### src/rtl/global_sequence_alignment_macros.svh
// Assertion helpers shared by the alignment RTL.
// Both expect clk and rst_n in scope in the module that uses them.
`ifndef GLOBAL_SEQUENCE_ALIGNMENT_MACROS_SVH
`define GLOBAL_SEQUENCE_ALIGNMENT_MACROS_SVH

// Same-cycle implication, checked outside reset.
`define GSA_ASSERT_IMP(lbl, ante, cons, msg) \
  lbl: assert property (@(posedge clk) disable iff (!rst_n) (ante) |-> (cons)) else $error(msg);

// Next-cycle implication, checked outside reset.
`define GSA_ASSERT_NXT(lbl, ante, cons, msg) \
  lbl: assert property (@(posedge clk) disable iff (!rst_n) (ante) |=> (cons)) else $error(msg);

`endif

### src/rtl/gsa_pkg.sv
package gsa_pkg;

  // Longest sequence that is kept; the score matrix is one larger each way.
  localparam int MAX_LEN = 32;
  localparam int LEN_W   = 6;
  localparam int IDX_W   = 5;
  localparam int SCORE_W = 12;
  localparam int CNT_W   = 7;

  localparam logic [7:0] GAP_MARK = 8'h2D;

  // Alignment column kinds, which are also the traceback directions.
  localparam logic [1:0] KIND_PAIR  = 2'd0;
  localparam logic [1:0] KIND_GAP_Y = 2'd1;
  localparam logic [1:0] KIND_GAP_X = 2'd2;
  localparam logic [1:0] KIND_EMPTY = 2'd3;

  // Configuration register indexes.
  localparam logic [1:0] CFG_MATCH    = 2'd0;
  localparam logic [1:0] CFG_MISMATCH = 2'd1;
  localparam logic [1:0] CFG_GAP      = 2'd2;

  // One beat of the score wavefront passed from cell to cell.
  typedef struct packed {
    logic             v;
    logic [7:0]       x;
    logic [LEN_W-1:0] row;
    logic [11:0]      h;
    logic [11:0]      hp;
  } flow_t;

  // Controls broadcast to every cell.
  typedef struct packed {
    logic             clr;
    logic             y_we;
    logic [IDX_W-1:0] y_idx;
    logic [7:0]       y_data;
    logic [IDX_W-1:0] dir_raddr;
    logic [3:0]       match;
    logic [4:0]       mism;
    logic [4:0]       gap;
  } cell_ctl_t;

  // Adds a small signed step to a score and clamps to the 12-bit range.
  function automatic logic [11:0] add_sat(input logic [11:0] a, input logic [12:0] b);
    logic signed [12:0] s;
    begin
      s = $signed({a[11], a}) + $signed(b);
      if (s < -13'sd2048) add_sat = 12'h800;
      else if (s > 13'sd2047) add_sat = 12'h7FF;
      else add_sat = s[11:0];
    end
  endfunction

  function automatic logic [12:0] sext5(input logic [4:0] v);
    sext5 = {{8{v[4]}}, v};
  endfunction

endpackage

### src/rtl/gsa_ram.sv
module gsa_ram #(
  parameter int WIDTH = 8,
  parameter int DEPTH = 32
) (
  input  logic                     clk,
  input  logic                     we,
  input  logic [$clog2(DEPTH)-1:0] waddr,
  input  logic [WIDTH-1:0]         wdata,
  input  logic [$clog2(DEPTH)-1:0] raddr,
  output logic [WIDTH-1:0]         rdata
);

  logic [WIDTH-1:0] mem_r [DEPTH];

  // One write port and one registered read port.
  always_ff @(posedge clk) begin
    if (we) begin
      mem_r[waddr] <= wdata;
    end
    rdata <= mem_r[raddr];
  end

endmodule

### src/rtl/gsa_cell.sv
module gsa_cell import gsa_pkg::*; (
  input  logic             clk,
  input  logic             rst_n,
  input  logic [IDX_W-1:0] idx,
  input  cell_ctl_t        ctl,
  input  flow_t            din,
  output flow_t            dout,
  output logic [7:0]       y_sym,
  output logic [1:0]       dir_rd
);

  logic [7:0]  y_r;
  flow_t       flow_r;
  logic [12:0] pair;
  logic [11:0] d_sc, u_sc, l_sc, best;
  logic [1:0]  dir;
  logic        dir_we;

  // The second-sequence symbol of this column is written while loading.
  always_ff @(posedge clk) begin
    if (ctl.y_we && ctl.y_idx == idx) begin
      y_r <= ctl.y_data;
    end
  end

  // Candidate scores: diagonal, from above (own last row) and from the left.
  always_comb begin
    pair = (din.x == y_r) ? {9'd0, ctl.match} : sext5(ctl.mism);
    d_sc = add_sat(din.hp, pair);
    u_sc = add_sat(flow_r.h, sext5(ctl.gap));
    l_sc = add_sat(din.h, sext5(ctl.gap));
    if ($signed(d_sc) >= $signed(u_sc) && $signed(d_sc) >= $signed(l_sc)) begin
      dir  = KIND_PAIR;
      best = d_sc;
    end else if ($signed(u_sc) >= $signed(l_sc)) begin
      dir  = KIND_GAP_Y;
      best = u_sc;
    end else begin
      dir  = KIND_GAP_X;
      best = l_sc;
    end
    dir_we = din.v && (din.row != '0);
  end

  // Wavefront register; the border row only takes the left neighbour plus a gap.
  always_ff @(posedge clk) begin
    if (!rst_n || ctl.clr) begin
      flow_r.v <= 1'b0;
    end else begin
      flow_r.v <= din.v;
    end
    if (din.v) begin
      flow_r.x   <= din.x;
      flow_r.row <= din.row;
      flow_r.hp  <= flow_r.h;
      flow_r.h   <= (din.row == '0) ? l_sc : best;
    end
  end

  // Traceback directions of this column, one per matrix row.
  gsa_ram #(.WIDTH(2), .DEPTH(MAX_LEN)) u_dir_ram (
    .clk   (clk),
    .we    (dir_we),
    .waddr (IDX_W'(din.row - LEN_W'(1))),
    .wdata (dir),
    .raddr (ctl.dir_raddr),
    .rdata (dir_rd)
  );

  assign dout  = flow_r;
  assign y_sym = y_r;

endmodule

### config.mk
export PLATFORM = sky130hd
export DESIGN_NAME = gsa_cell
export DESIGN_NICKNAME = d
export VERILOG_FILES = /design/src/rtl/global_sequence_alignment_macros.svh /design/src/rtl/gsa_pkg.sv /design/src/rtl/gsa_ram.sv /design/src/rtl/gsa_cell.sv
export SDC_FILE = /design/constraint.sdc
export NUM_CORES = 1
export LEC_CHECK = 0
export BUFFER_PORTS_ARGS = -buffer_cell sky130_fd_sc_hd__buf_2
export CELL_PAD_IN_SITES_DETAIL_PLACEMENT = 1
export CELL_PAD_IN_SITES_GLOBAL_PLACEMENT = 1
export CORE_AREA = 5 5 138 140
export DETAILED_ROUTE_END_ITERATION = 10
export DIE_AREA = 0 0 143 145
export PLACE_DENSITY = 0.88
export SYNTH_ARGS = -nofsm -noshare
export SYNTH_HDL_FRONTEND = slang
export SYNTH_HIERARCHICAL = 1
export SYNTH_SLANG_ARGS = --single-unit
### constraint.sdc
create_clock -name clk -period 18.2 [get_ports clk]
set_input_delay 4.55 -clock clk [delete_from_list [all_inputs] [get_ports clk]]
set_output_delay 4.55 -clock clk [all_outputs]
set_load 0.01 [all_outputs]
; ---- Yosys cells after proc, flatten, opt, wreduce, memory -nomap -nowiden
; Memories as Yosys holds them, arrays and structs flattened. A register that Yosys moved wholly into a read port is not among the register bits.
; Index checks and enable logic that the tools add are counted.
[classes]
n_lt_le_gt_ge = 9
mul = 0
shift = 0
n_eq_ne = 2
div = 0
add_sub_neg = 4
n_mux = 14
n_reduce_logical = 7
n_bitwise = 0
[op_table]
columns = cell, n
row1 = 12-bit two-way mux, 9
row2 = 13-bit by 12-bit > comparator with 1-bit output (second input constant), 3
row3 = 13-bit by 12-bit < comparator with 1-bit output (second input constant), 3
row4 = 12-bit >= comparator, 3
row5 = 12-bit by 5-bit adder with 13-bit output, 2
row6 = 12-bit by 13-bit adder with 13-bit output, 1
row7 = 13-bit two-way mux, 1
row8 = 8-bit == test, 1
row9 = 6-bit logical NOT, 1
row10 = 6-bit nonzero test, 1
row11 = 5-bit == test, 1
row12 = 5-bit by 1-bit subtractor with 5-bit output (second input constant), 1
row13 = 2-bit two-way mux, 2
row14 = 1-bit logical AND, 3
row15 = 1-bit two-way mux, 2
row16 = 1-bit logical NOT, 1
row17 = 1-bit logical OR, 1
[totals]
ram_bits = 64
ff_bits = 47
inputBits = 80
romBits = 0
memories = 1
latch_bits = 0
[mem_list]
columns = memory, depth, width, rd, rd_clocked_by_memory_dff, wr, line_no
row1 = u_dir_ram.mem_r, 32, 2, 1, 1, 1, gsa_ram.sv:13  ; logic [WIDTH-1:0] mem_r [DEPTH];

; ---- Depth between registers and ports, before layout
[logic_depth]
depth_word = 10
ltp_mapped = 25
mapped_depth_nobuf = 24

; ---- Cells and area by module
; Netlist, hierarchy kept.
[by_module_without_submodules]
columns = module, cells_per_inst, n_inst, area_each_um2
row1 = gsa_cell, 538, 1, 4941.0
row2 = gsa_ram, 185, 1, 2782.7

; ---- Least setup slack after synthesis
; OpenSTA, ideal clock, no wires.
[synth_path]
kind = input to register
start = input din[35] in the netlist's numbering
end = register flow_r (netlist bit dout[15]), data pin
setup_time_ns = 0.167
arrival_ns = 10.415
setup_slack_ns = 7.619
path_buffers = 1
path_stages = 23
path_cell_list = xor2_1 nor4_4 nand2_1 mux2_2 ha_1 inv_1 fa_1 or2b_2 o2bb2ai_1 a221oi_1 o41ai_1 o31ai_2 buf_4 nor2_1 ha_1 nand2b_1 a21o_1 a211oi_1 o21ai_0 and3_1 a21oi_1 nor2_1 o2111ai_1
[synth_via]
elab_chain_len = 10
word_cells_on_any_way = 12
cone_classes = add/sub (1) / order compare (4) / eq/ne (1) / mux (5) / reduce/logical (1)
[synth_rtl]
columns = element, line_no
row1 = "start, declared", gsa_cell.sv:6  ; input flow_t din,
row2 = 8-bit == test (*), gsa_cell.sv:28  ; pair = (din.x == y_r) ? {9'd0, ctl.match} : sext5(ctl.mism);
row3 = 13-bit two-way mux (*), gsa_cell.sv:28
row4 = 12-bit by 13-bit adder with 13-bit output (*), gsa_pkg.sv:48  ; s = $signed({a[11], a}) + $signed(b);
row5 = 13-bit by 12-bit > comparator with 1-bit output, gsa_pkg.sv:50  ; else if (s > 13'sd2047) add_sat = 12'h7FF;
row6 = 12-bit two-way mux, gsa_pkg.sv:50
row7 = 12-bit two-way mux (*), gsa_pkg.sv:49  ; if (s < -13'sd2048) add_sat = 12'h800;
row8 = 12-bit >= comparator, gsa_cell.sv:32  ; if ($signed(d_sc) >= $signed(u_sc) && $signed(d_sc) >= $signed(l_sc)) begin
row9 = 1-bit logical AND, gsa_cell.sv:32
row10 = 12-bit two-way mux (*), gsa_cell.sv:32
row11 = 12-bit two-way mux (*), gsa_cell.sv:56  ; flow_r.h <= (din.row == '0) ? l_sc : best;
row12 = "end, declared", gsa_cell.sv:13  ; flow_t flow_r;
; Every way passes the cells marked *; elsewhere a longest branch is shown, timed or not.
; A chain may end at the register's enable or synchronous reset.

; ---- Final worst setup path
[layout_path]
start = input din[35] in the netlist's numbering
end = register flow_r (netlist bit dout[20]), data pin
; Same word-level chain as after synthesis.

==> run metrics <==
worst skew pair latency 0.42 ns; Worst setup EP type flip-flop; final worst setup slack between 6 and 7 ns; RSZ-0062 raised after global routing no; M1 GR Usage about 28%; Routed WL approximately 23 mm; worst hold path cell count 0; Global Route Usage Sum a little under a quarter; Leakage about 3.7 nW; Yosys cell types 86; final setup fails 0; ys flop type edfxtp_1; total number of vias ~6,500; fin nets about 1,000; P_sw 0.000753 W; XOR/XNOR share of the synthesized area roughly 4.2%; first-pass GRT wire length 37.0 mm; status finished clean; required time worst endpoint around 18 ns; via/cell ratio approximately 5.9; Compound-Gate Fraction of Synth Area around 17%; DRC 0; placed insts 1,064; Clk network pwr share between 10% and 20%; Post-synth EDFFs 110; Routed WL per cell approximately 21 um; met3 GRT Util under 10%; Final HPWL DP around 18 mm; die height 145 um; most frequent cells in the layout buf_2 (128), edfxtp_1 (110), nor2_1 (83), ha_1 (68), nand2_1 (39); Slew @ Worst Pin around 1.3 ns; First-pass DRT Iterations 5; most common cell after layout, fill and taps aside buf_2; Post-Syn Area per Cell between 10 and 15 um^2; layout cells sized above 1 between 20% and 30%; met2 usage between 30% and 40%; CTS clk-pin slew, worst paths 0.06 ns; DR iter-0 viols about 420; #FFs+latches synth around 110; H-tree Lvls 4; sequential power share approximately 28%; post-synthesis mux area share under 10%; CTS tree built; chip width around 140 um; post-synthesis simple-gate area fraction roughly 15%; area grow syn2layout 18.2%; # Post-CTS Setup Buffers 0; ANT cells 0; Die ar. 20,700 um^2; max_cap viols 0; Fillers around 2,000; clk buf depth 2; fmax about 0.087 GHz; GP Congestion 0.918; peak supply drop approximately 130 uV; crit path cell chain buf_2 -> xor2_1 -> nor4_4 -> nand2_1 -> mux2_2 -> ha_1 -> inv_1 -> fa_1 -> or2b_2 -> o2bb2ai_1 -> a221oi_1 -> o41ai_1 -> o31ai_2 -> nor2_1 -> nor2_1 -> ha_1 -> a21o_1 -> a211oi_1 -> o21ai_0 -> nand3_1 -> and3_1 -> nand2_1 -> o221ai_1; hold buffers post-CTS 0; yosys warns 6; Final min period 11.50 ns; Layout Cells excl Fill roughly 1,100; worst relative slew slack between 10% and 20%; Max FO, Critical Path 34; Critical-path top delay cell and3_1; Final TNS setup 0 ns; vias in the first global route just under 7,000; reg2reg setup slack 10.51 ns; CP Class in2reg; initial antenna violation count 0; largest net degree at the start of global routing 41; Net Count, Synth between 800 and 900; combinational share of power 51.9%; max incr delay on CP ~1.1 ns; synthesized area around 7700 um^2; post-CTS resize count 0; Hold WC Path Type reg2reg; largest family of logic cells by synthesized area compound AO/OA/AOI/OAI gates; reg2reg path depth 22; skew final 0.0135 ns; clk sinks 113; Rows 49; Synth async-reset ratio 0%; critical path launch point type input pin; GR peak layer met2; root buffer cell clkbuf_16; Cell Pwr Density about 190 nW/um^2; DP Worst Slack ~6.3 ns; initial core utilization ~44%; gr ovfl total 0; Arr. time, crit path about 12 ns; Post-DP Area between 8000 and 9000 um^2; switch share a little over two fifths; register area share after synthesis 43.5%; antenna-violating nets left 0; Synth Area in Adders about an eighth; Tcrit/Tclk final between 60% and 70%; Syn Inst Count approximately 720; cell area after layout just over 9000 um^2; core footprint ~18,000 um^2; TritonCTS Buffers 17; Slew Limit Fails 0; P_int about 0.00099 W; IO Port Bufs around 130; final hold vios 0; Boundary Pins between 100 and 150
==> logic make-up (layout without fill, tap and decap cells) <==
| logic type | Yosys count | after routing |
|---|---|---|
| AND/OR/NAND/NOR | 221 | 221 |
| flip-flops | 113 | 113 |
| AO/OA/AOI/OAI | 185 | 185 |
| adder cells (fa/ha/maj) | 72 | 72 |
| buffers and inverters | 56 | 200 |
| multiplexers | 39 | 39 |
| XOR/XNOR | 37 | 37 |
==> synth_stat cells, drive strengths merged (6+ instances only) <==
library cell | instances | share of area (%)
nand2b | 9 | 0.73
inv | 37 | 1.8
xor2 | 19 | 2.2
ha | 68 | 11
a21o | 12 | 1.2
clkbuf | 7 | 0.37
a21oi | 33 | 2.2
nor3 | 18 | 1.4
a31oi | 7 | 0.65
mux2i | 35 | 4.5
nor2 | 84 | 4.1
a22oi | 15 | 1.5
o221ai | 6 | 0.68
a211oi | 9 | 0.87
o21a | 6 | 0.58
edfxtp | 110 | 43
buf | 11 | 1.4
o2111ai | 6 | 0.68
and3 | 7 | 0.58
nor2b | 6 | 0.49
o21ai | 37 | 2.4
o31ai | 7 | 0.75
xnor2 | 18 | 2.0
nand3 | 18 | 1.2
nand2 | 39 | 1.9
==> power groups by stage <==
| stage | clock network [W] | logic, W | registers (W) |
|---|---|---|---|
| 3_5_place_dp | 0 | 0.000866 | 0.000501 |
| 4_1_cts | 0.000344 | 0.000884 | 0.000496 |
| 3_3_place_gp | 0 | 0.000787 | 0.000496 |
| 2_1_floorplan | 0 | 0.000552 | 0.000503 |
| 5_1_grt | 0.000358 | 0.000978 | 0.000499 |
| 6_report | 0.000341 | 0.000903 | 0.000496 |
==> final cells by class <==
cell class	instances	area [um^2]	area share [%]
sequential	113	3360	36.8
clock buffer	23	468	5.12
timing repair buffer	131	663	7.26
inverter	37	139	1.52
multi-input combinational	554	4080	44.7
clock inverter	9	133	1.45
tap	229	287	3.14
==> worst paths after layout <==
path / endpoint / start
worst max register to register: dout[20] / y_sym[5]
worst min-delay path: dout[3] / dout[15]
worst min register to register: dout[3] / dout[15]
worst max-delay path: dout[20] / din[35]
==> critical path, delay by kind of cell <==
family / cells / cell delay, ns
AOI/OAI and AO/OA: 8 / 2.52
muxes: 1 / 0.29
buffers and inverters: 2 / 0.17
xor gates and xnor gates: 1 / 0.16
adders and majority gates: 3 / 0.84
and+or+nand+nor: 8 / 3.18
==> metal layers <==
metal | vias to the layer above | part of all wire, %
li1 | 3026 | -
met1 | 3157 | 42
met5 | - | 0
met4 | 0 | 2.8
met2 | 286 | 48
met3 | 52 | 6.7
==> flip-flops by register name, summed over array words and instances, names as in the netlist <==
| register | count |
|---|---|
| u_dir_ram/rdata | 2 |
| y_sym | 8 |
| u_dir_ram/mem_r | 64 |
| dout | 39 |
==> stage by stage <==
step,utilization (%),total power [W],hold slack (ns)
global placement,48.1,0.00128,0.505
floorplan,-,0.00105,0.524
finish,51.5,0.00174,0.511
global route,51.5,0.00183,0.535
detailed placement,48.1,0.00137,0.499
CTS,51.5,0.00172,0.509
Power figures use the tool's default switching activity.
