<file path="config.mk">
export PLATFORM = sky130hd
export DESIGN_NAME = gsa_ram
export DESIGN_NICKNAME = d
export VERILOG_FILES = /design/src/rtl/global_sequence_alignment_macros.svh /design/src/rtl/gsa_ram.sv
export SDC_FILE = /design/constraint.sdc
export NUM_CORES = 1
export LEC_CHECK = 0
export ABC_CLOCK_PERIOD_IN_PS = 3570
export BUFFER_PORTS_ARGS = -buffer_cell sky130_fd_sc_hd__buf_2
export CORE_UTILIZATION = 40
export DETAILED_ROUTE_END_ITERATION = 12
export SYNTH_ARGS = -nofsm -noshare
export SYNTH_HDL_FRONTEND = slang
export SYNTH_SLANG_ARGS = --single-unit
</file>
<file path="constraint.sdc">
create_clock -name clk -period 3.57 [get_ports clk]
set_input_delay 0.5355 -clock clk [delete_from_list [all_inputs] [get_ports clk]]
set_output_delay 0.5355 -clock clk [all_outputs]
set_load 0.02 [all_outputs]
</file>
<file path="src/rtl/global_sequence_alignment_macros.svh">
// Assertion helpers shared by the alignment RTL.
// Both expect clk and rst_n in scope in the module that uses them.
`ifndef GLOBAL_SEQUENCE_ALIGNMENT_MACROS_SVH
`define GLOBAL_SEQUENCE_ALIGNMENT_MACROS_SVH

// Same-cycle implication, checked outside reset.
`define GSA_ASSERT_IMP(lbl, ante, cons, msg) \
  lbl: assert property (@(posedge clk) disable iff (!rst_n) (ante) |-> (cons)) else $error(msg);

// Next-cycle implication, checked outside reset.
`define GSA_ASSERT_NXT(lbl, ante, cons, msg) \
  lbl: assert property (@(posedge clk) disable iff (!rst_n) (ante) |=> (cons)) else $error(msg);

`endif

</file>
<file path="src/rtl/gsa_ram.sv">
module gsa_ram #(
  parameter int WIDTH = 8,
  parameter int DEPTH = 32
) (
  input  logic                     clk,
  input  logic                     we,
  input  logic [$clog2(DEPTH)-1:0] waddr,
  input  logic [WIDTH-1:0]         wdata,
  input  logic [$clog2(DEPTH)-1:0] raddr,
  output logic [WIDTH-1:0]         rdata
);

  logic [WIDTH-1:0] mem_r [DEPTH];

  // One write port and one registered read port.
  always_ff @(posedge clk) begin
    if (we) begin
      mem_r[waddr] <= wdata;
    end
    rdata <= mem_r[raddr];
  end

endmodule

</file>
Word-level counts from Yosys, hierarchy flattened
Memory sizes are Yosys's and may differ from the RTL's. A register that Yosys moved wholly into a read port is not among the register bits.
Index checks and enable logic that the tools add are counted.

word-level totals
  register bits = 0
  bits in latches = 0
  RAM bits = 256
  memory bits (read-only) = 0
  input bits = 20
  output and inout bits = 8
  memories kept = 1

memory list
  memory  depth  width  read ports  clocked after memory_dff  write ports  line           source
  mem_r   32     8      1           1                         1            gsa_ram.sv:13  logic [WIDTH-1:0] mem_r [DEPTH];

cells by class
  add/sub/neg operators = 0
  multipliers = 0
  div/mod/pow operators = 0
  $lt $le $gt $ge = 0
  equal/unequal tests = 0
  shift-type cells = 0
  muxes and demuxes = 2
  bitwise gates (word level) = 0
  reductions and logical operators = 0

operators with widths
  operator          count
  2-to-1 mux 1 bit  2

Longest topological paths before layout
Gate-level depths: netlist (run 1).

  depth in word-level cells = 2
  depth in mapped cells = 5
  mapped depth without buffers = 3

Least setup slack after synthesis (run 1)
OpenSTA, ideal clock, no wires.

  path type = input to register
  start = in raddr[2]
  end = reg rdata[0], read port of mem_r
  data arrival time = 2217 ps
  required time = 3449 ps
  setup slack = 1232 ps
  cell stages on the path = 5
  buffers on the path = 2
  cell sequence = clkbuf_1 -> clkbuf_1 -> mux4_2 -> mux4_2 -> mux2_2

RTL lines
  what             line           source
  start, declared  gsa_ram.sv:9   input logic [$clog2(DEPTH)-1:0] raddr,
  end, declared    gsa_ram.sv:10  output logic [WIDTH-1:0] rdata

==> results of run 1 <==
-- how the worst max path moves through the flow --
stage | startpoint | to | slack (ps) | cells after the start
2_1_floorplan | raddr[2] | rdata[0]$_DFF_P_ | 1230 | 5
3_3_place_gp | raddr[0] | rdata[2]$_DFF_P_ | 900 | 5
3_5_place_dp | raddr[0] | rdata[2]$_DFF_P_ | 900 | 5
4_1_cts | raddr[0] | rdata[2]$_DFF_P_ | 1440 | 5
5_1_grt | raddr[0] | rdata[2]$_DFF_P_ | 1400 | 5
6_report | raddr[0] | rdata[3]$_DFF_P_ | 1470 | 5
-- through the flow --
step	worst slack, ps	utilization (%)
final	1467	46.53
after global routing	1395	46.53
after CTS	1436	46.53
after detailed placement	901.6	43.16
after global placement	902.7	43.16
after floorplan	1232	-
-- routing by layer --
layer	up-vias	share of wire, %	global-route usage [%]
li1	1852	-	-
met1	2378	45	25.38
met2	171	46	23.69
met3	11	7.5	2.634
met4	0	0.70	3.463
met5	-	0	0
-- flip-flops by register name, summed over array words and instances, names as in the netlist --
signal,count
mem_r,256
rdata,8
-- cells by family after synthesis --
family | count (synthesis)
DFF | 264
muxes | 88
and+or+nand+nor | 45
buffers and inverters | 20
-- layout by cell type (no fill, tap or decap), drive strengths merged --
cell and instances:
bufinv 1, mux2 8, nor2 33, edfxtp 256
or3 1, mux4 80, nand3 2, nand3b 5
inv 1, buf 31, clkbuf 37, dfxtp 8
clkinv 8, or3b 3, nand2 1, clkinvlp 1
-- worst max-delay path: cells and delay by family --
kind	cells	cell delay [ps]
buffers and inverters	2	540
muxes	3	1400
-- area by class of cell --
cell class / count / area, um2 / share of cell area [%]
sequential: 264 / 7848 / 68.95
multi-input combinational: 133 / 2100 / 18.45
clock buffer: 37 / 743.2 / 6.530
tap: 324 / 405.4 / 3.562
timing repair buffer: 31 / 205.2 / 1.803
clock inverter: 11 / 81.33 / 0.7145
-- power breakdown --
part	switching, uW	internal [uW]
Combinational	192	141
Sequential	21.5	3450
Clock	1080	1520
==> run metrics, run 1 <==
run status finished, final reports clean; share of post-route cells with drive strength above 1 33.40%; Worst Tran Pin Value 918.0 ps; endpoints failing hold 0; Simple-Gate Fraction of Synth Area 2.066%; worst r2r src mem_r[29][3]$_DFFE_PP_; Synth top area share 76.47%; Design Power 6403 uW; dominant cells by area after synthesis edfxtp_1 76%, mux4_2 18%, dfxtp_1 1.6%; area grow syn2layout 13.22%; DP HPWL 12.43 mm; post-route non-filler standard cell count 800; Hold Crit Endpoint rdata[2]$_DFF_P_; Hold-fix buffers, CTS 0; syn_nets 437; vias in the first global route 4425; Syn Std Cell Area 0.01005 mm2; DR iter-0 viols 440; via count 4412; required time worst endpoint 3960 ps; dpl cells 752; top-count cell post-synth edfxtp_1; cell count of the worst reg-to-reg path 3; NumNets Final 476; syn avg cell area 24.11 um2; Fmax achieved 475.5 MHz; worst-path maximum fanout 22; delay of the slowest critical-path stage 580 ps; clk_lat worst skew 520 ps; Root Driver clkbuf_16; Longest Clk Path Bufs 3; predominant post-synthesis flop cell edfxtp_1; total track usage 16.13%; PostCTS Resize Cnt 0; Peak VDD IR 257.4 uV; Cells on Worst Hold Path 2; type of origin of the critical path input port; clock-pin slew on the worst setup and hold paths 60 ps; Worst path most repeated cell mux4_2; Post-synth EDFFs 256; post-route ant nets 0; register area share after synthesis 78.06%; Critical Setup Path Class input port to flip-flop; Fin Setup TNS 0 ps; pwr dens 562.5 mW/mm2; CP cell instances buf_4, buf_12, mux4_2, mux4_2, mux2_2; fillcell total 1979; Die Wd 160.5 um; largest family of logic cells by synthesized area multiplexers; synth unique cells 15; HP Class input port to flip-flop; r2r endpoint rdata[3]$_DFF_P_; Setup Buffers After CTS 0; antenna diode count 0; first-pass GRT wire length 29.74 mm; post-route clock period utilization 58.91%; relative slew slack 38.58%; clock sinks 264; slowest stage cell, crit path mux4_2; core footprint 0.02446 mm2; post-synthesis mux area share 18.82%; Synth Area in Compound Gates 0%; pin count of the biggest net entering global routing 65; critical path capture point type flip-flop; io pins 28; Cells after Synth 417; share of flip-flops with an asynchronous set or reset 0%; H-tree Lvls 1; Leak 0.003510 uW; clk_skew 22.73 ps; TritonCTS buffer count 26; FP Rows 57; hold path start raddr[3]; initial antenna violation count 0; unrepaired setup endpoints after global routing false; placed instance area 0.01056 mm2; vias per cell 5.515; YS warnings 0; WL final 20.16 mm; minimum clock period 2103 ps; total grt overflow 0; total die area 0.02577 mm2; cell taking the most area after synthesis edfxtp_1; Initial Util 41.10%; die height 160.5 um; max-slew violation count 0; TritonCTS clock tree built; WL per Instance 25.20 um; CP Data Arrival Time 2490 ps; Reg2Reg Setup Slack 1730 ps; Min Hold Slack 494.4 ps; flops & latches, synth 264; Max-cap violations 0; synth cell count leaders 256 x edfxtp_1, 80 x mux4_2, 33 x nor2_1; Synth Area in Adders 0%; Design Area, Final 0.01138 mm2; post-synthesis xor/xnor area fraction 0%; gpl congestion 0.7399; Final setup viols 0; Pre-antenna DRT Iters 7; DRC 0; number of buffer cells added on primary ports 27
(Power assumes the default switching activity.)
==> run 2: changes to the inputs <==
--- a/config.mk
+++ b/config.mk
@@ -5,7 +5,7 @@
 export SDC_FILE = /design/constraint.sdc
 export NUM_CORES = 1
 export LEC_CHECK = 0
-export ABC_CLOCK_PERIOD_IN_PS = 3570
+export ABC_CLOCK_PERIOD_IN_PS = 2100
 export BUFFER_PORTS_ARGS = -buffer_cell sky130_fd_sc_hd__buf_2
 export CORE_UTILIZATION = 40
 export DETAILED_ROUTE_END_ITERATION = 12
==> constraint.sdc (replaced) <==
create_clock -name clk -period 2.1 [get_ports clk]
set_input_delay 0.315 -clock clk [delete_from_list [all_inputs] [get_ports clk]]
set_output_delay 0.315 -clock clk [all_outputs]
set_load 0.02 [all_outputs]
==> run 2 against run 1 <==
Compared with the run above: worst hold slack got worse by 210 ps; first-iteration DRC count decreased by 1.8%; non-clock buffer count increased by 43; cell count increased by 5.3%; routed wire length increased by 4.0%; core utilization increased by 1.6 points; combinational power increased by 83%; global-route usage increased by 0.70 points; sequential share of layout area decreased by 2.3 points; register-to-register slack got worse by 1500 ps; critical endpoint unchanged.
==> run metrics, run 2 (synthesized netlist as in run 1, its figures left out) <==
fillcell total 1963 (-0.81%); cell count of the worst reg-to-reg path 3 (unchanged); CP Data Arrival Time 2230 ps (-260 ps); Leak 0.003770 uW (+7.4%); Critical Path Start mem_r[21][3]$_DFFE_PP_; delay of the slowest critical-path stage 550 ps (-30 ps); Root Driver clkbuf_16; total grt overflow 0 (unchanged); critical path's top delay family multiplexers; number of buffer cells added on primary ports 27 (unchanged); CP cell instances mux4_2, mux4_2, mux2_2; largest reg by FF count mem_r; most frequent cells in the layout 256 x edfxtp_1, 80 x mux4_2, 42 x buf_4; antenna diode count 0 (unchanged); post-route ant nets 0 (unchanged); Critical Setup Path Class flip-flop to flip-flop; Worst path most repeated cell mux4_2; Longest Clk Path Bufs 3 (unchanged); CP Depth 3 (-2); WL final 20.96 mm (+4.0%); relative slew slack 56.12% (+18 points); core footprint 0.02446 mm2 (unchanged); post-route core utilization 48.15% (+1.6 points); pin count of the biggest net entering global routing 33 (-49%); worst-path maximum fanout 1 (-95%); Pre-antenna DRT Iters 5 (-2); DR iter-0 viols 432 (-1.8%); commonest non-fill, non-tap cell in the layout edfxtp_1; first-pass GRT wire length 31.02 mm (+4.3%); vias in the first global route 4709 (+6.4%); HP Class input port to flip-flop; clock-pin slew on the worst setup and hold paths 60 ps (about the same); clk_skew 5.619 ps (-17.11 ps); post-route clock period utilization 87.28%; area grow syn2layout 17.16%; WL per Instance 24.89 um (-1.2%); share of post-route cells with drive strength above 1 38.61% (+5.2 points); initial antenna violation count 0 (unchanged); NumNets Final 520 (+9.2%); clock sinks 264 (unchanged); Design Area, Final 0.01178 mm2 (+3.5%); Final setup viols 0 (unchanged); via count 4568 (+3.5%); max reg flops 256 (unchanged); DP HPWL 13.44 mm (+8.1%); unrepaired setup endpoints after global routing false; gpl congestion 0.7524 (+1.7%); required time worst endpoint 2500 ps (-1460 ps); die height 160.5 um (unchanged); type of origin of the critical path flip-flop; pwr dens 945.8 mW/mm2 (+68%); max-slew violation count 0 (unchanged); endpoints failing hold 0 (unchanged); Peak VDD IR 537.8 uV (+110%); slowest stage cell, crit path mux4_2; placed instance area 0.01092 mm2 (+3.4%); Reg2Reg Setup Slack 270 ps (-1460 ps); Fmax achieved 545.6 MHz; Worst Tran Pin Value 658.2 ps (-259.8 ps); Min Hold Slack 282.1 ps (-212.3 ps); run status finished, final reports clean; worst r2r src mem_r[21][3]$_DFFE_PP_; Setup Buffers After CTS 0 (unchanged); PostCTS Resize Cnt 0 (unchanged); clk_lat worst skew 510 ps (about the same); critical path endpoint rdata[3]$_DFF_P_; total die area 0.02577 mm2 (unchanged); TritonCTS buffer count 27 (+3.8%); critical path capture point type flip-flop; Die Wd 160.5 um (unchanged); Max-cap violations 0 (unchanged); DRC 0 (unchanged); Worst Path Buf+Inv 0 (-2); vias per cell 5.425 (-1.6%); minimum clock period 1833 ps; TritonCTS clock tree built; Hold-fix buffers, CTS 0 (unchanged); H-tree Lvls 1 (unchanged); FP Rows 57 (unchanged); io pins 28 (unchanged); biggest regs mem_r x256, rdata x8; Initial Util 41.10% (unchanged); r2r endpoint rdata[3]$_DFF_P_; total track usage 16.82% (+0.70 points)
[run 2: cell types whose count changed in the layout (fill, tap and decap cells not counted)]
| cell | delta |
|---|---|
| clkinv_1 | +4 |
| clkbuf_1 | -3 |
| clkinvlp_4 | -1 |
| buf_12 | +3 |
| buf_4 | +40 |
| bufinv_16 | +3 |
| clkbuf_8 | -3 |
| inv_6 | -1 |
[run 2: worst min-delay path by stage]
| stage | startpoint | cells after the start | end |
|---|---|---|---|
| finish | raddr[3] | 2 | rdata[0]$_DFF_P_ |
| global route | raddr[3] | 2 | rdata[6]$_DFF_P_ |
| CTS | raddr[3] | 2 | rdata[0]$_DFF_P_ |
| detailed placement | rdata[1]$_DFF_P_ | 1 | rdata[1] |
| global placement | rdata[1]$_DFF_P_ | 1 | rdata[1] |
| floorplan | wdata[0] | 0 | mem_r[0][0]$_DFFE_PP_ |
[run 2: area by class of cell]
class                   count  area (um2)  area share, %
multi-input cells         133        2100          17.82
well taps                 324       405.4          3.442
clock inverters            16       170.2          1.445
clock buffers              31       690.7          5.864
flip-flops and latches    264        7848          66.62
repair buffers             74       565.5          4.801
[run 2: layer usage]
| metal | wire, um | track usage [%] | vias up |
|---|---|---|---|
| met1 | 9535 | 25.20 | 2467 |
| met4 | 315 | 3.420 | 0 |
| li1 | - | - | 1943 |
| met5 | 0 | 0 | - |
| met2 | 9841 | 25.84 | 142 |
| met3 | 1268 | 3.228 | 16 |
[run 2: worst register-to-register path, cell delays in order, from the launching register on]
cell and delay (ps):
edfxtp_1 360, mux4_2 520, mux4_2 550, mux2_2 290
[run 2: per-stage QoR]
stage          total power [uW]  instances  setup WS (ps)  setup TNS, ps
6_report                  11140        842          267.1              0
3_3_place_gp               6605        795         -207.9          -1010
3_5_place_dp               6625        795         -204.5          -1051
5_1_grt                   11460        842          221.1              0
4_1_cts                   11240        842          241.7              0
2_1_floorplan              6325        417         0.5382              0
[run 2: report_power, final]
part | internal [uW] | switching [uW]
combinational | 268 | 344
sequential | 5860 | 32.8
clock | 2820 | 1820
total | 8950 | 2190
==> run 3: changes to the inputs <==
--- a/config.mk
+++ b/config.mk
@@ -5,6 +5,7 @@
 export SDC_FILE = /design/constraint.sdc
 export NUM_CORES = 1
 export LEC_CHECK = 0
+export ABC_AREA = 1
 export ABC_CLOCK_PERIOD_IN_PS = 2100
 export BUFFER_PORTS_ARGS = -buffer_cell sky130_fd_sc_hd__buf_2
 export CORE_UTILIZATION = 40
==> run 3 against run 2 <==
Compared with the run above: highest routed layer unchanged; the run now ends with design-rule violations left; clock-buffer cell count rose by 4; worst setup slack gained 390 ps; design area increased by 4.0%; critical path type is now flip-flop to output port.
==> run metrics, run 3 <==
dominant cells by area after synthesis edfxtp_1 71%, nand2_1 13%, nand3_1 9.5%; antenna diode count 0 (unchanged); relative slew slack 48.04% (-8.1 points); fillcell total 2376 (+21%); dpl cells 1282 (+61%); flops & latches, synth 264 (unchanged); clk_skew 12.73 ps (+7.112 ps); io pins 28 (unchanged); Worst Tran Pin Value 779.4 ps (+121.3 ps); top-count cell post-synth nand2_1; synth unique cells 12 (-3); cell count of the worst reg-to-reg path 8 (+5); share of post-route cells with drive strength above 1 11.66% (-27 points); area grow syn2layout 13.62%; Cells after Synth 922 (+120%); number of buffer cells added on primary ports 27 (unchanged); H-tree Lvls 1 (unchanged); GR Layer Usage met3 2.407% (-0.82 points); syn avg cell area 11.70 um2 (-51%); total die area 0.02763 mm2 (+7.2%); met2 usage 29.39% (+3.6 points); synth cell count leaders 360 x nand2_1, 256 x edfxtp_1, 204 x nand3_1; CP cell instances buf_2; DP HPWL 15.16 mm (+13%); minimum clock period 1440 ps (-393.2 ps); WL final 25.51 mm (+22%); critical path's top delay family flip-flops; CP Data Arrival Time 1120 ps (-1110 ps); DRC 2 (+2); syn_nets 942 (+120%); grt met1 use 27.89% (+2.7 points); Max-cap violations 0 (unchanged); via count 6926 (+52%); gpl congestion 0.7770 (+3.3%); YS warnings 0 (unchanged); clock power share 41.8% (+0.2 points); cell taking the most area after synthesis edfxtp_1; clock sinks 264 (unchanged); PnR worst setup slack 660.3 ps (+393.2 ps); most frequent cells in the layout 360 x nand2_1, 256 x edfxtp_1, 204 x nand3_1; biggest regs mem_r x256, rdata x8; max reg flops 256 (unchanged); pin count of the biggest net entering global routing 110 (+230%); post-route ant nets 0 (unchanged); post-route non-filler standard cell count 1330 (+58%); vias per cell 5.208 (-4.0%); Internal Dissipation 8901 uW (-0.51%); sequential share of power 51.8% (-1.1 points); endpoints failing hold 0 (unchanged); Synth top area share 71.27% (-5.2 points); total grt overflow 0 (unchanged); worst-path maximum fanout 1 (unchanged); pwr dens 926.7 mW/mm2 (-2.0%); critical path endpoint rdata[3]; die height 166.2 um (+3.5%); CP Depth 1 (-2); register area share after synthesis 72.75% (-5.3 points); largest reg by FF count mem_r; Reg2Reg Setup Slack 940 ps (+670 ps); slowest stage cell, crit path dfxtp_1; Setup WS pre-CTS 319.0 ps (+523.5 ps); core footprint 0.02628 mm2 (+7.4%); PostCTS Resize Cnt 0 (unchanged); r2r endpoint rdata[3]$_DFF_P_; Setup Buffers After CTS 0 (unchanged); failing checks design-rule violations; max-slew violation count 0 (unchanged); storage element area 0.007848 mm2 (unchanged); FP Rows 59 (+3.5%); clk_lat worst skew 530 ps (+20 ps); Die Wd 166.2 um (+3.5%); hold path start raddr[4]; Hold-fix buffers, CTS 0 (unchanged); Fmax achieved 694.6 MHz (+27%); HP Class input port to flip-flop; Critical Path Start rdata[3]$_DFF_P_; Leak 0.004589 uW (+22%); combinational share of power 6.4% (+0.9 points); Initial Util 41.04% (-0.053 points); clock-pin slew on the worst setup and hold paths 70 ps (about the same); GR peak layer met2; placed instance area 0.01139 mm2 (+4.3%); NumNets Final 996 (+92%); predominant post-synthesis flop cell edfxtp_1; required time worst endpoint 1780 ps (-720 ps); post-route clock period utilization 68.56% (-19 points); Longest Clk Path Bufs 3 (unchanged); Worst Path Buf+Inv 1 (+1); Pre-antenna DRT Iters 9 (+4); DR iter-0 viols 524 (+21%); first-pass GRT wire length 39.82 mm (+28%); TritonCTS clock tree built; delay of the slowest critical-path stage 380 ps (-170 ps); Fin Setup TNS 0 ps (unchanged); Net Switching 2456 uW (+12%); Final setup viols 0 (unchanged); unrepaired setup endpoints after global routing false; worst r2r src mem_r[10][3]$_DFFE_PP_; Design Area, Final 0.01226 mm2 (+4.0%); WL per Instance 19.18 um (-23%); Critical Setup Path Class flip-flop to output port; combined area of the multi-input logic cells 0.002492 mm2 (+19%); Post-synth EDFFs 256 (unchanged); critical path capture point type output port; run status complete, but fails checks; Root Driver clkbuf_16; TritonCTS buffer count 27 (unchanged); initial antenna violation count 0 (unchanged); Min Hold Slack 114.9 ps (-167.2 ps); type of origin of the critical path flip-flop; Net Sw Frac 21.62% (+1.9 points); total track usage 18.82% (+2.0 points); Peak VDD IR 740.6 uV (+38%); share of flip-flops with an asynchronous set or reset 0% (unchanged); commonest non-fill, non-tap cell in the layout nand2_1; Syn Std Cell Area 0.01079 mm2 (+7.3%); vias in the first global route 6650 (+41%)
==> run 3: changes by cell type after synthesis, moves of 8 or more <==
cell | before | now
buf_2 | 1 | 15
nand3_1 | 2 | 204
buf_6 | 1 | 24
mux2_2 | 8 | 0
nand2_1 | 1 | 360
inv_1 | 0 | 8
mux4_2 | 80 | 0
==> run 3: worst min-delay path by stage <==
| stage | to | slack [ps] | cells past startpoint |
|---|---|---|---|
| final | rdata[3]$_DFF_P_ | 110 | 3 |
| after floorplan | mem_r[0][0]$_DFFE_PP_ | 410 | 0 |
| after global routing | rdata[3]$_DFF_P_ | 120 | 3 |
| after CTS | rdata[3]$_DFF_P_ | 100 | 3 |
| after global placement | rdata[5]$_DFF_P_ | 660 | 3 |
| after detailed placement | rdata[5]$_DFF_P_ | 660 | 3 |
==> run 3: kinds of logic (layout without fill, tap and decap cells) <==
logic type	after synthesis	after routing	synth area share (%)
flops	264	264	72.75
simple gates	596	596	23.11
buf+inv	62	135	4.141
==> run 3: final cells by class <==
type | count | share of cell area (%)
clock buffers | 35 | 5.758
clock inverters | 13 | 1.337
inverters | 10 | 0.3165
multi-input cells | 596 | 20.34
flip-flops and latches | 264 | 64.03
well taps | 335 | 3.420
repair buffers | 77 | 4.798
==> run 3: through the flow <==
stage / util [%] / total power [uW]
after detailed placement: 43.33 / 6730
final: 46.63 / 11360
after CTS: 46.63 / 11430
after floorplan: - / 6430
after global routing: 46.63 / 11700
after global placement: 43.33 / 6726
==> run 3: metal layers <==
metal	vias to the layer above	part of all wire [%]	wire length (um)
li1	3302	-	-
met1	3361	47	11870
met2	233	46	11610
met3	30	6.4	1632
met4	0	1.6	397
met5	-	0	0
==> run 3: power groups by stage <==
stage | Combinational [uW] | Clock (uW) | Sequential [uW]
CTS | 735 | 4810 | 5890
global route | 807 | 5010 | 5890
global placement | 727 | 0 | 6000
finish | 727 | 4740 | 5890
floorplan | 422 | 0 | 6010
detailed placement | 732 | 0 | 6000
